[src/rtl/core/ipde_pkg.sv]
// Shared types, constants and register codes of the IR pulse-distance encoder.
package ipde_pkg;

  localparam int unsigned MAX_BITS = 32;
  localparam int unsigned CFG_IDX_W = 3;
  localparam int unsigned CFG_DATA_W = 8;
  localparam int unsigned CNT_W = 6;

  typedef enum logic [CFG_IDX_W-1:0] {
    REG_MARK_TIME       = 3'd0,
    REG_SPACE_ZERO      = 3'd1,
    REG_SPACE_ONE       = 3'd2,
    REG_GAP_TICKS       = 3'd3,
    REG_DATA_BITS       = 3'd4,
    REG_PREAMBLE_BITS   = 3'd5,
    REG_PREAMBLE_ENABLE = 3'd6
  } reg_idx_t;

  typedef enum logic [2:0] {
    PH_IDLE = 3'd0,
    PH_PREA = 3'd1,
    PH_PREB = 3'd2,
    PH_BITA = 3'd3,
    PH_BITB = 3'd4,
    PH_STOP = 3'd5,
    PH_WAIT = 3'd6
  } phase_t;

  typedef enum logic {
    OP_TICK  = 1'b0,
    OP_START = 1'b1
  } op_t;

  localparam logic [7:0]       RST_MARK_TIME       = 8'd20;
  localparam logic [7:0]       RST_SPACE_ZERO      = 8'd65;
  localparam logic [7:0]       RST_SPACE_ONE       = 8'd150;
  localparam logic [7:0]       RST_GAP_TICKS       = 8'd59;
  localparam logic [CNT_W-1:0] RST_DATA_BITS       = 6'd6;
  localparam logic [CNT_W-1:0] RST_PREAMBLE_BITS   = 6'd8;
  localparam logic             RST_PREAMBLE_ENABLE = 1'b0;

  typedef struct packed {
    logic [7:0]       mark_time;
    logic [7:0]       space_zero;
    logic [7:0]       space_one;
    logic [7:0]       gap_ticks;
    logic [CNT_W-1:0] data_bits;
    logic [CNT_W-1:0] preamble_bits;
    logic             preamble_enable;
  } cfg_t;

  typedef struct packed {
    logic        op;
    logic [31:0] key_code;
    logic [7:0]  pre_word;
    logic [31:0] main_word;
  } in_item_t;

  typedef struct packed {
    logic       carrier_on;
    logic [7:0] interval;
    logic       idle;
    logic       accepted;
  } res_t;

  // Clamp a bit limit to 1..MAX_BITS.
  function automatic logic [CNT_W:0] eff_limit(input logic [CNT_W-1:0] lim);
    logic [CNT_W:0] l;
    l = {1'b0, lim};
    if (l == '0) begin
      l = (CNT_W+1)'(1);
    end
    if (l > (CNT_W+1)'(MAX_BITS)) begin
      l = (CNT_W+1)'(MAX_BITS);
    end
    return l;
  endfunction

endpackage

[src/rtl/core/ipde_if.sv]
// Valid/ready channel interfaces for start/tick items and interval results.
interface ipde_in_if (input logic clk);
  logic        valid;
  logic        ready;
  logic        op;
  logic [31:0] key_code;
  logic [7:0]  pre_word;
  logic [31:0] main_word;

  modport source (output valid, op, key_code, pre_word, main_word, input ready);
  modport sink (input valid, op, key_code, pre_word, main_word, output ready);
endinterface

interface ipde_out_if (input logic clk);
  logic       valid;
  logic       ready;
  logic       carrier_on;
  logic [7:0] interval;
  logic       idle;
  logic       accepted;

  modport source (output valid, carrier_on, interval, idle, accepted, input ready);
  modport sink (input valid, carrier_on, interval, idle, accepted, output ready);
endinterface

[src/rtl/core/ir_pulse_distance_encoder_unit.sv]
// IR pulse-distance encoder top level: config registers, sequencer, result register.
// A result appears in the output register in the cycle after its item transfers.
// One item per cycle while the receiver takes each result; the sequencer state updates once per item.
// The input is ready whenever the output register is empty or being drained.
// Reset (synchronous, rst_n low): idle phase, counters and words cleared, held interval 20,
// configuration registers at their defaults, output register empty.
module ir_pulse_distance_encoder_unit (
  input  logic                            clk,
  input  logic                            rst_n,
  ipde_in_if.sink                         in_chan,
  ipde_out_if.source                      out_chan,
  input  logic                            cfg_we,
  input  logic [ipde_pkg::CFG_IDX_W-1:0]  cfg_idx,
  input  logic [ipde_pkg::CFG_DATA_W-1:0] cfg_data
);

  ipde_pkg::cfg_t     cfg;
  ipde_pkg::in_item_t item;
  ipde_pkg::res_t     res;
  ipde_pkg::res_t     res_r;
  logic               out_vld_r, out_vld_nxt;
  logic               in_fire;

  assign in_chan.ready = !out_vld_r || out_chan.ready;
  assign in_fire       = in_chan.valid && in_chan.ready;

  assign item.op        = in_chan.op;
  assign item.key_code  = in_chan.key_code;
  assign item.pre_word  = in_chan.pre_word;
  assign item.main_word = in_chan.main_word;

  ipde_cfg_regs u_cfg (
    .clk      (clk),
    .rst_n    (rst_n),
    .cfg_we   (cfg_we),
    .cfg_idx  (cfg_idx),
    .cfg_data (cfg_data),
    .cfg      (cfg)
  );

  ipde_engine u_engine (
    .clk   (clk),
    .rst_n (rst_n),
    .fire  (in_fire),
    .item  (item),
    .cfg   (cfg),
    .res   (res)
  );

  always_comb begin
    out_vld_nxt = out_vld_r;
    if (in_fire) begin
      out_vld_nxt = 1'b1;
    end else if (out_chan.ready) begin
      out_vld_nxt = 1'b0;
    end
  end

  always_ff @(posedge clk) begin
    if (!rst_n) begin
      out_vld_r <= 1'b0;
    end else begin
      out_vld_r <= out_vld_nxt;
    end
  end

  always_ff @(posedge clk) begin
    if (in_fire) begin
      res_r <= res;
    end
  end

  assign out_chan.valid      = out_vld_r;
  assign out_chan.carrier_on = res_r.carrier_on;
  assign out_chan.interval   = res_r.interval;
  assign out_chan.idle       = res_r.idle;
  assign out_chan.accepted   = res_r.accepted;

  a_fire_fills_output: assert property (@(posedge clk) disable iff (!rst_n)
    in_fire |=> out_vld_r)
    else $error("transfer did not fill the output register");

  a_no_overwrite: assert property (@(posedge clk) disable iff (!rst_n)
    (out_vld_r && !out_chan.ready) |-> !in_fire)
    else $error("input transfer overwrote a pending result");

  a_accept_not_carrier: assert property (@(posedge clk) disable iff (!rst_n)
    (out_vld_r && res_r.accepted) |-> (!res_r.carrier_on && !res_r.idle))
    else $error("accepted start shows carrier or idle");

endmodule

[src/rtl/core/ipde_cfg_regs.sv]
// Configuration register file of the IR pulse-distance encoder.
module ipde_cfg_regs (
  input  logic                                clk,
  input  logic                                rst_n,
  input  logic                                cfg_we,
  input  logic [ipde_pkg::CFG_IDX_W-1:0]      cfg_idx,
  input  logic [ipde_pkg::CFG_DATA_W-1:0]     cfg_data,
  output ipde_pkg::cfg_t                      cfg
);

  ipde_pkg::cfg_t cfg_r;
  ipde_pkg::cfg_t cfg_nxt;

  always_comb begin
    cfg_nxt = cfg_r;
    if (cfg_we) begin
      case (cfg_idx)
        ipde_pkg::REG_MARK_TIME:       cfg_nxt.mark_time = cfg_data;
        ipde_pkg::REG_SPACE_ZERO:      cfg_nxt.space_zero = cfg_data;
        ipde_pkg::REG_SPACE_ONE:       cfg_nxt.space_one = cfg_data;
        ipde_pkg::REG_GAP_TICKS:       cfg_nxt.gap_ticks = cfg_data;
        ipde_pkg::REG_DATA_BITS:       cfg_nxt.data_bits = cfg_data[ipde_pkg::CNT_W-1:0];
        ipde_pkg::REG_PREAMBLE_BITS:   cfg_nxt.preamble_bits = cfg_data[ipde_pkg::CNT_W-1:0];
        ipde_pkg::REG_PREAMBLE_ENABLE: cfg_nxt.preamble_enable = cfg_data[0];
        default: ;
      endcase
    end
  end

  always_ff @(posedge clk) begin
    if (!rst_n) begin
      cfg_r.mark_time       <= ipde_pkg::RST_MARK_TIME;
      cfg_r.space_zero      <= ipde_pkg::RST_SPACE_ZERO;
      cfg_r.space_one       <= ipde_pkg::RST_SPACE_ONE;
      cfg_r.gap_ticks       <= ipde_pkg::RST_GAP_TICKS;
      cfg_r.data_bits       <= ipde_pkg::RST_DATA_BITS;
      cfg_r.preamble_bits   <= ipde_pkg::RST_PREAMBLE_BITS;
      cfg_r.preamble_enable <= ipde_pkg::RST_PREAMBLE_ENABLE;
    end else begin
      cfg_r <= cfg_nxt;
    end
  end

  assign cfg = cfg_r;

endmodule

[src/rtl/core/ipde_engine.sv]
// Frame sequencer: phase, shift register, bit and gap counters, held interval.
module ipde_engine (
  input  logic               clk,
  input  logic               rst_n,
  input  logic               fire,
  input  ipde_pkg::in_item_t item,
  input  ipde_pkg::cfg_t     cfg,
  output ipde_pkg::res_t     res
);

  ipde_pkg::phase_t              phase_r, phase_nxt;
  logic [31:0]                   shift_r, shift_nxt;
  logic [ipde_pkg::CNT_W-1:0]    bit_cnt_r, bit_cnt_nxt;
  logic [7:0]                    gap_cnt_r, gap_cnt_nxt;
  logic [31:0]                   main_r, main_nxt;
  logic [7:0]                    ivl_r, ivl_nxt;

  logic                          start_ok;
  logic [ipde_pkg::CNT_W:0]      bit_inc;
  logic [ipde_pkg::CNT_W-1:0]    lim;
  logic                          word_done;
  logic [7:0]                    space_len;
  logic [7:0]                    gap_inc;

  assign start_ok  = (item.op == ipde_pkg::OP_START) && (item.key_code != 32'd0)
                     && (phase_r == ipde_pkg::PH_IDLE);
  assign bit_inc   = {1'b0, bit_cnt_r} + 7'd1;
  assign lim       = (phase_r == ipde_pkg::PH_PREB) ? cfg.preamble_bits : cfg.data_bits;
  assign word_done = bit_inc >= ipde_pkg::eff_limit(lim);
  assign space_len = shift_r[0] ? cfg.space_one : cfg.space_zero;
  assign gap_inc   = gap_cnt_r + 8'd1;

  always_comb begin
    phase_nxt   = phase_r;
    shift_nxt   = shift_r;
    bit_cnt_nxt = bit_cnt_r;
    gap_cnt_nxt = gap_cnt_r;
    main_nxt    = main_r;
    ivl_nxt     = ivl_r;
    if (item.op == ipde_pkg::OP_START) begin
      if (start_ok) begin
        main_nxt    = item.main_word;
        bit_cnt_nxt = '0;
        gap_cnt_nxt = '0;
        if (cfg.preamble_enable) begin
          shift_nxt = {24'd0, item.pre_word};
          phase_nxt = ipde_pkg::PH_PREA;
        end else begin
          shift_nxt = item.key_code;
          phase_nxt = ipde_pkg::PH_BITA;
        end
      end
    end else begin
      case (phase_r)
        ipde_pkg::PH_PREA: begin
          ivl_nxt   = cfg.mark_time;
          phase_nxt = ipde_pkg::PH_PREB;
        end
        ipde_pkg::PH_BITA: begin
          ivl_nxt   = cfg.mark_time;
          phase_nxt = ipde_pkg::PH_BITB;
        end
        ipde_pkg::PH_STOP: begin
          ivl_nxt   = cfg.mark_time;
          phase_nxt = ipde_pkg::PH_WAIT;
        end
        ipde_pkg::PH_PREB: begin
          ivl_nxt     = space_len;
          shift_nxt   = shift_r >> 1;
          bit_cnt_nxt = bit_inc[ipde_pkg::CNT_W-1:0];
          if (word_done) begin
            phase_nxt   = ipde_pkg::PH_BITA;
            bit_cnt_nxt = '0;
            shift_nxt   = main_r;
          end else begin
            phase_nxt = ipde_pkg::PH_PREA;
          end
        end
        ipde_pkg::PH_BITB: begin
          ivl_nxt     = space_len;
          shift_nxt   = shift_r >> 1;
          bit_cnt_nxt = bit_inc[ipde_pkg::CNT_W-1:0];
          phase_nxt   = word_done ? ipde_pkg::PH_STOP : ipde_pkg::PH_BITA;
        end
        ipde_pkg::PH_WAIT: begin
          gap_cnt_nxt = gap_inc;
          if (gap_inc >= cfg.gap_ticks) begin
            bit_cnt_nxt = '0;
            gap_cnt_nxt = '0;
            phase_nxt   = ipde_pkg::PH_IDLE;
          end
        end
        default: phase_nxt = ipde_pkg::PH_IDLE;
      endcase
    end
  end

  always_comb begin
    res.carrier_on = (item.op == ipde_pkg::OP_TICK) &&
                     ((phase_r == ipde_pkg::PH_PREA) || (phase_r == ipde_pkg::PH_BITA) ||
                      (phase_r == ipde_pkg::PH_STOP));
    res.interval   = ivl_nxt;
    res.idle       = (phase_nxt == ipde_pkg::PH_IDLE);
    res.accepted   = start_ok;
  end

  always_ff @(posedge clk) begin
    if (!rst_n) begin
      phase_r   <= ipde_pkg::PH_IDLE;
      shift_r   <= '0;
      bit_cnt_r <= '0;
      gap_cnt_r <= '0;
      main_r    <= '0;
      ivl_r     <= ipde_pkg::RST_MARK_TIME;
    end else if (fire) begin
      phase_r   <= phase_nxt;
      shift_r   <= shift_nxt;
      bit_cnt_r <= bit_cnt_nxt;
      gap_cnt_r <= gap_cnt_nxt;
      main_r    <= main_nxt;
      ivl_r     <= ivl_nxt;
    end
  end

  a_accept_leaves_idle: assert property (@(posedge clk) disable iff (!rst_n)
    (fire && res.accepted) |=> (phase_r != ipde_pkg::PH_IDLE))
    else $error("accepted start left the sequencer idle");

  a_mark_loads_interval: assert property (@(posedge clk) disable iff (!rst_n)
    (fire && res.carrier_on) |=> (ivl_r == $past(cfg.mark_time)))
    else $error("carrier mark did not load mark_time");

  a_bit_count_range: assert property (@(posedge clk) disable iff (!rst_n)
    bit_cnt_r <= ipde_pkg::CNT_W'(ipde_pkg::MAX_BITS))
    else $error("bit counter beyond word length");

  a_idle_counters_clear: assert property (@(posedge clk) disable iff (!rst_n)
    (phase_r == ipde_pkg::PH_IDLE) |-> (gap_cnt_r == 8'd0))
    else $error("gap counter not clear while idle");

endmodule

[src/flat_wrapper.sv]
// flat-port wrapper written by rule: the top's interface ports become plain ports
module ir_pulse_distance_encoder_unit_flat 
  (clk, rst_n, cfg_we, cfg_idx, cfg_data, in_chan_valid, in_chan_op, in_chan_key_code, in_chan_pre_word, in_chan_main_word, in_chan_ready, out_chan_valid, out_chan_carrier_on, out_chan_interval, out_chan_idle, out_chan_accepted, out_chan_ready);
  ipde_in_if in_chan_i (.clk(clk));
  ipde_out_if out_chan_i (.clk(clk));
  input  logic clk;
  input  logic rst_n;
  input  logic cfg_we;
  input  logic [ipde_pkg::CFG_IDX_W-1:0] cfg_idx;
  input  logic [ipde_pkg::CFG_DATA_W-1:0] cfg_data;
  input wire logic [$bits(in_chan_i.valid)-1:0] in_chan_valid;
  input wire logic [$bits(in_chan_i.op)-1:0] in_chan_op;
  input wire logic [$bits(in_chan_i.key_code)-1:0] in_chan_key_code;
  input wire logic [$bits(in_chan_i.pre_word)-1:0] in_chan_pre_word;
  input wire logic [$bits(in_chan_i.main_word)-1:0] in_chan_main_word;
  output wire logic [$bits(in_chan_i.ready)-1:0] in_chan_ready;
  output wire logic [$bits(out_chan_i.valid)-1:0] out_chan_valid;
  output wire logic [$bits(out_chan_i.carrier_on)-1:0] out_chan_carrier_on;
  output wire logic [$bits(out_chan_i.interval)-1:0] out_chan_interval;
  output wire logic [$bits(out_chan_i.idle)-1:0] out_chan_idle;
  output wire logic [$bits(out_chan_i.accepted)-1:0] out_chan_accepted;
  input wire logic [$bits(out_chan_i.ready)-1:0] out_chan_ready;
  assign in_chan_i.valid = in_chan_valid;
  assign in_chan_i.op = in_chan_op;
  assign in_chan_i.key_code = in_chan_key_code;
  assign in_chan_i.pre_word = in_chan_pre_word;
  assign in_chan_i.main_word = in_chan_main_word;
  assign in_chan_ready = in_chan_i.ready;
  assign out_chan_valid = out_chan_i.valid;
  assign out_chan_carrier_on = out_chan_i.carrier_on;
  assign out_chan_interval = out_chan_i.interval;
  assign out_chan_idle = out_chan_i.idle;
  assign out_chan_accepted = out_chan_i.accepted;
  assign out_chan_i.ready = out_chan_ready;
  ir_pulse_distance_encoder_unit u_core (.clk(clk), .rst_n(rst_n), .in_chan(in_chan_i), .out_chan(out_chan_i), .cfg_we(cfg_we), .cfg_idx(cfg_idx), .cfg_data(cfg_data));
endmodule
[config.mk]
export PLATFORM = sky130hd
export DESIGN_NAME = ir_pulse_distance_encoder_unit_flat
export DESIGN_NICKNAME = d
export VERILOG_FILES = /design/src/rtl/core/ipde_pkg.sv /design/src/rtl/core/ipde_if.sv /design/src/rtl/core/ir_pulse_distance_encoder_unit.sv /design/src/rtl/core/ipde_cfg_regs.sv /design/src/rtl/core/ipde_engine.sv /design/src/flat_wrapper.sv
export SDC_FILE = /design/constraint.sdc
export NUM_CORES = 1
export LEC_CHECK = 0
export BUFFER_PORTS_ARGS = -buffer_cell sky130_fd_sc_hd__buf_4
export CORE_MARGIN = 3
export CORE_UTILIZATION = 35
export CTS_CLUSTER_DIAMETER = 80
export CTS_CLUSTER_SIZE = 40
export DETAILED_ROUTE_END_ITERATION = 8
export PLACE_DENSITY = 0.55
export SYNTH_ARGS = -nofsm -noshare
export SYNTH_HDL_FRONTEND = slang
export SYNTH_HIERARCHICAL = 1
export SYNTH_SLANG_ARGS = --single-unit
[constraint.sdc]
create_clock -name clk -period 3.3 [get_ports clk]
set_input_delay 0.495 -clock clk [delete_from_list [all_inputs] [get_ports clk]]
set_output_delay 0.495 -clock clk [all_outputs]
set_load 0.005 [all_outputs]
==> results.cfg, run 1 <==
[floorplanning]
io_pins = 102
die_y_um = 151
core-area_um2 = 20400
rows = 52
die_area_um2 = 22800
initial_core_util_pct = 36.0
die_w_um = 151

[status]
status = finished, final reports clean

[yosys]
synth_ff_type = dfxtp_1
async_reset_ff_share_pct = 0
synth_edf_count = 11
syn_area_um2 = 7360
seq_area_frac_synth_pct = 41.2
syn_inst = 799
ys_ff_latch = 146
synth.avg_cell_area_um2 = 9.22
synth_cell_types = 83
syn_nets = 904
synth_warnings = 6

[critical_path]
cp_max_fo = 12
crit_arrival_ns = 3.45
required_ns = 3.60
crit_path_end_kind = flop
startpoint_type = flop
critical_path_class = flop to flop

[timing]
finalCritPeriodShare_pct = 95.5
max_clock_freq_ghz = 0.317
finalSetupViolations = 0
min_period_ns = 3.15
hold_viol = 0
fin_skew_ns = 0.0183
rsz0062_at_grt = yes
slew_violations = 0
worstMarginPinSlew_ns = 0.780
maxSlewHeadroom_pct = 47.8

[layout]
antenna_cells = 0
areaGrowthSynthToFinish_pct = 21.9
final_cell_mix = nand2_1, dfxtp_1, buf_4
layout.nets = 991
multi_input_comb_area_um2 = 4010
seq_area_um2 = 3030
utilization_pct = 44.0
drive_gt1_share_pct = 24.7
final_common_cell = nand2_1
nFillCells = 2041

[global_route]
antenna_found_initial = 0
grt_pass1_wl_um = 31700
grt_pass1_vias = 5887
grt_max_degree = 53
gr-total-overflow = 0
grt_use_total_pct = 17.7

[route]
vias = 6144
viasPerCell = 5.26
final_antenna_net_count = 0
wire_per_inst_um = 17.1
drt_wl_total_um = 20000
drt_iter0_markers = 365
firstDrtPassIters = 5
drc_errors = 0

[placement]
place_congestion = 0.829
dp_hpwl_um = 13800
port_buffers = 101

[clock_tree]
insertion_delay_ns = 0.43
htreeDepth = 4
cts_tree = yes
cts_max_path_buffers = 2
clk_pin_slew_ns = 0.08
numClockSinks = 146
hold_buffers = 0
numCtsBuffers = 17
cts-root-buf = clkbuf_16

[pwr]
irDropWorstVdd_v = 0.000338
power_mw = 4.42
power_density_nw_per_um2 = 492
p_leak_nw = 3.58

[run]
maxCapViolations = 0

[worst_hold_path]
hold_path_class = primary input to flop
state kept, by name (all words and copies together) (netlist names):
register                    flops
u_core/u_cfg/cfg               45
u_core/u_engine/shift_r        32
u_core/out_chan.accepted        1
u_core/u_engine/bit_cnt_r       6
u_core/u_engine/ivl_r           8
u_core/u_engine/phase_r         3
u_core/out_chan.idle            1
u_core/u_engine/gap_cnt_r       8
u_core/out_chan.interval        8
u_core/out_chan.carrier_on      1
u_core/out_chan.valid           1
u_core/u_engine/main_r         32
cells by family (layout without fill, tap and decap cells):
logic type,after synthesis,after routing,share of synthesized area [%]
multiplexers,67,67,9.17
AO/OA/AOI/OAI,190,190,20.7
XOR/XNOR,11,11,1.31
adder cells (fa/ha/maj),16,16,2.72
AND/OR/NAND/NOR,297,298,20.1
flip-flops,146,146,41.2
buffers and inverters,72,171,4.76
synthesized netlist by cell type, types with 6 or more instances:
cell type	instances	share of area [%]
a211oi_2	21	3.6
a21oi_1	67	4.6
a221o_1	7	0.95
a222oi_1	23	3.1
a31o_2	9	1.1
buf_2	13	0.88
buf_4	7	0.71
clkbuf_1	32	1.6
dfxtp_1	135	37
edfxtp_1	11	4.5
ha_1	16	2.7
inv_1	14	0.71
mux2i_1	63	8.6
nand2_1	148	7.5
nand3_1	14	0.95
nand4b_1	7	0.83
nor2_1	46	2.3
nor2b_1	28	2.4
nor4_1	9	0.76
o21ai_0	16	1.1
xor2_1	6	0.71
per-stage QoR:
stage          cells  worst slack [ns]  hold WS [ns]  instance area [µm²]  setup TNS [ns]
2_1_floorplan    799             0.178         0.434                 7360               0
3_3_place_gp    1132           -0.0327         0.442                 8340          -0.120
3_5_place_dp    1132           -0.0673         0.450                 8340          -0.586
4_1_cts         1165             0.132         0.292                 8940               0
5_1_grt         1169           -0.0617         0.301                 8980          -0.284
6_report        1169             0.149         0.308                 8980               0
worst paths after layout:
path                                                     to  slack [ns]                  startpoint  cells past startpoint
worst max-delay path            u_core/u_engine/shift_r[22]        0.15  u_core/u_engine/phase_r[1]                     14
worst max register to register  u_core/u_engine/shift_r[22]        0.15  u_core/u_engine/phase_r[1]                     14
worst min register to register   u_core/u_engine/main_r[21]        0.46  u_core/u_engine/main_r[21]                      2
worst min-delay path             u_core/u_engine/main_r[18]        0.31       in_chan_main_word[18]                      3
per-layer routing:
layer | vias to the layer above | track usage, % | wire length (µm)
met1 | 2903 | 25.0 | 9770
met2 | 131 | 27.4 | 9220
met4 | 0 | 5.49 | 272
li1 | 3094 | - | -
met5 | - | 0 | 0
met3 | 16 | 3.59 | 720
repair_timing:
action,CTS,global route
endpoints found under the setup margin,21,23
buffers inserted,0,4
resized for setup,1,0
pin swaps,1,2
cloned,1,0
worst max-delay path, stage by stage, from the launching register on:
cell	delay, ns
dfxtp_1	0.32
inv_1	0.08
nor3_2	0.15
buf_4	0.17
mux2i_1	0.19
buf_4	0.16
nand2_1	0.06
ha_1	0.33
a21oi_1	0.18
o221ai_2	0.17
a41oi_2	0.45
nor3_4	0.09
buf_12	0.17
a222oi_1	0.40
a211oi_2	0.12
area by class of cell:
cell class / instances / share of cell area (%)
multi-input combinational: 582 / 44.7
clock inverter: 15 / 1.78
clock buffer: 17 / 4.74
inverter: 15 / 0.627
tap: 270 / 3.76
timing repair buffer: 124 / 10.6
sequential: 146 / 33.8
power breakdown:
group	internal (mW)	switching [mW]	total, mW
Clock	1.02	0.892	1.91
Combinational	0.260	0.337	0.596
Sequential	1.87	0.0440	1.91
Total	3.14	1.27	4.42
No activity file was read; power rests on OpenSTA's default activity.
==> run 2: changes to the inputs <==
CORE_ASPECT_RATIO = 0.75   (was unset)
==> run 2 against run 1 <==
- first-iteration DRC count increased by 44%
- routed wire length up 1.6%
- combinational power is essentially flat
- clock skew fell by 0.0079 ns
- flip-flop and latch count unchanged
- largest cell class unchanged
- highest routed layer unchanged
==> results.cfg, run 2 (synthesis results as in run 1) <==
[timing]
worstMarginPinSlew_ns = 0.739
max_clock_freq_ghz = 0.320
slew_violations = 0
worst_slack_ns = 0.172
finalCritPeriodShare_pct = 94.8
timing.hold.ws_ns = 0.319
hold_viol = 0
maxSlewHeadroom_pct = 50.7
fin_skew_ns = 0.0104
finalSetupViolations = 0
fin_setup_tns_ns = 0
min_period_ns = 3.13

[critical_path]
cp_max_fo = 12
cp.buffers_inverters = 2
required_ns = 3.57
crit_path_top_delay_cell = a222oi_1
crit_path_end_kind = flop
critical_path_class = flop to flop
reg2regPathDepth = 12
critical_path.cell_chain = inv_1 -> nor3_2 -> buf_4 -> mux2_2 -> nand2_1 -> ha_1 -> a21oi_1 -> o221ai_2 -> a41oi_4 -> nor3_4 -> a222oi_1 -> a211oi_2
cpLargestDelayFamily = compound AO/OA/AOI/OAI gates
startpoint_type = flop
cp.depth = 12
worst_path_largest_cell_delay_ns = 0.46
crit_arrival_ns = 3.40

[placement]
dp_hpwl_um = 14000
placed_cells = 1144
port_buffers = 101
placedInstanceArea_um2 = 8340
dp_slack_ns = -0.0688
place_congestion = 0.838

[route]
wire_per_inst_um = 17.2
viasPerCell = 5.27
drc_errors = 0
firstDrtPassIters = 7
final_antenna_net_count = 0
drt_iter0_markers = 527
drt_wl_total_um = 20300
vias = 6201

[floorplanning]
rows = 45
core-area_um2 = 20400
die_w_um = 173
die_y_um = 132
io_pins = 102
die_area_um2 = 22800
initial_core_util_pct = 36.0

[pwr]
irDropWorstVdd_v = 0.000304
power_density_nw_per_um2 = 496
p_leak_nw = 3.55
power_mw = 4.44

[worst_hold_path]
whs_path_depth = 3
hold_path_class = primary input to flop

[clock_tree]
numClockSinks = 146
cts_tree = yes
cts_max_path_buffers = 2
htreeDepth = 4
cts-root-buf = clkbuf_16
insertion_delay_ns = 0.42
numCtsBuffers = 17
clk_pin_slew_ns = 0.06

[global_route]
antenna_found_initial = 0
met3_usage_pct = 3.78
grt_use_total_pct = 18.0
grt_max_degree = 65
met1_usage_pct = 26.9
grt.busiest_layer = met1
use_met2_pct = 26.2
grt_pass1_vias = 6090
grt_pass1_wl_um = 33200
gr-total-overflow = 0

[status]
status = finished, final reports clean

[layout]
nFillCells = 2024
final_common_cell = nand2_1
utilization_pct = 43.8
final_cell_mix = nand2_1, dfxtp_1, buf_4
largest_reg_flops = 45
layout.nets = 987
drive_gt1_share_pct = 24.4
antenna_cells = 0
stdcell_count = 1177
areaGrowthSynthToFinish_pct = 21.7
stdcell_area_um2 = 8960

[run]
maxCapViolations = 0
[run 2: final cells by class]
type | count | area, µm² | area share (%)
Timing Repair Buffer | 120 | 901 | 10.1
Inverter | 15 | 56.3 | 0.628
Tap cell | 282 | 353 | 3.94
Multi-Input combinational cell | 582 | 4020 | 44.9
Clock inverter | 11 | 114 | 1.27
Sequential cell | 146 | 3030 | 33.9
Clock buffer | 21 | 480 | 5.36
[run 2: metal layers]
| layer | wire length (µm) | share of wire, % |
|---|---|---|
| met4 | 157 | 0.77 |
| met1 | 10400 | 51 |
| met3 | 938 | 4.6 |
| met5 | 0 | 0 |
| met2 | 8830 | 44 |
[run 2: where the power goes]
part           internal, mW  switching, mW
sequential             1.87         0.0442
clock                  1.14          0.799
combinational         0.254          0.339
total                  3.26           1.18
[run 2: path summary, 6_finish.rpt]
check | end | start | slack (ns)
setup / recovery | u_core/u_engine/shift_r[22] | u_core/u_engine/phase_r[1] | 0.17
hold / removal | u_core/u_engine/main_r[8] | in_chan_main_word[8] | 0.32
setup reg to reg | u_core/u_engine/shift_r[22] | u_core/u_engine/phase_r[1] | 0.17
hold reg to reg | u_core/u_cfg/cfg[15] | u_core/u_cfg/cfg[15] | 0.46
[run 2: worst min-delay path: stages]
cell,delay (ns)
buf_4,0.11
nand2_1,0.04
a21oi_1,0.05
[run 2: what timing repair did]
action / in CTS / in global routing
setup endpoints to repair: 17 / 13
pin swaps: 1 / 0
hold buffers: 0 / 0
cloned: 1 / 0
gates resized for setup: 0 / 2
buffers inserted: 0 / 0
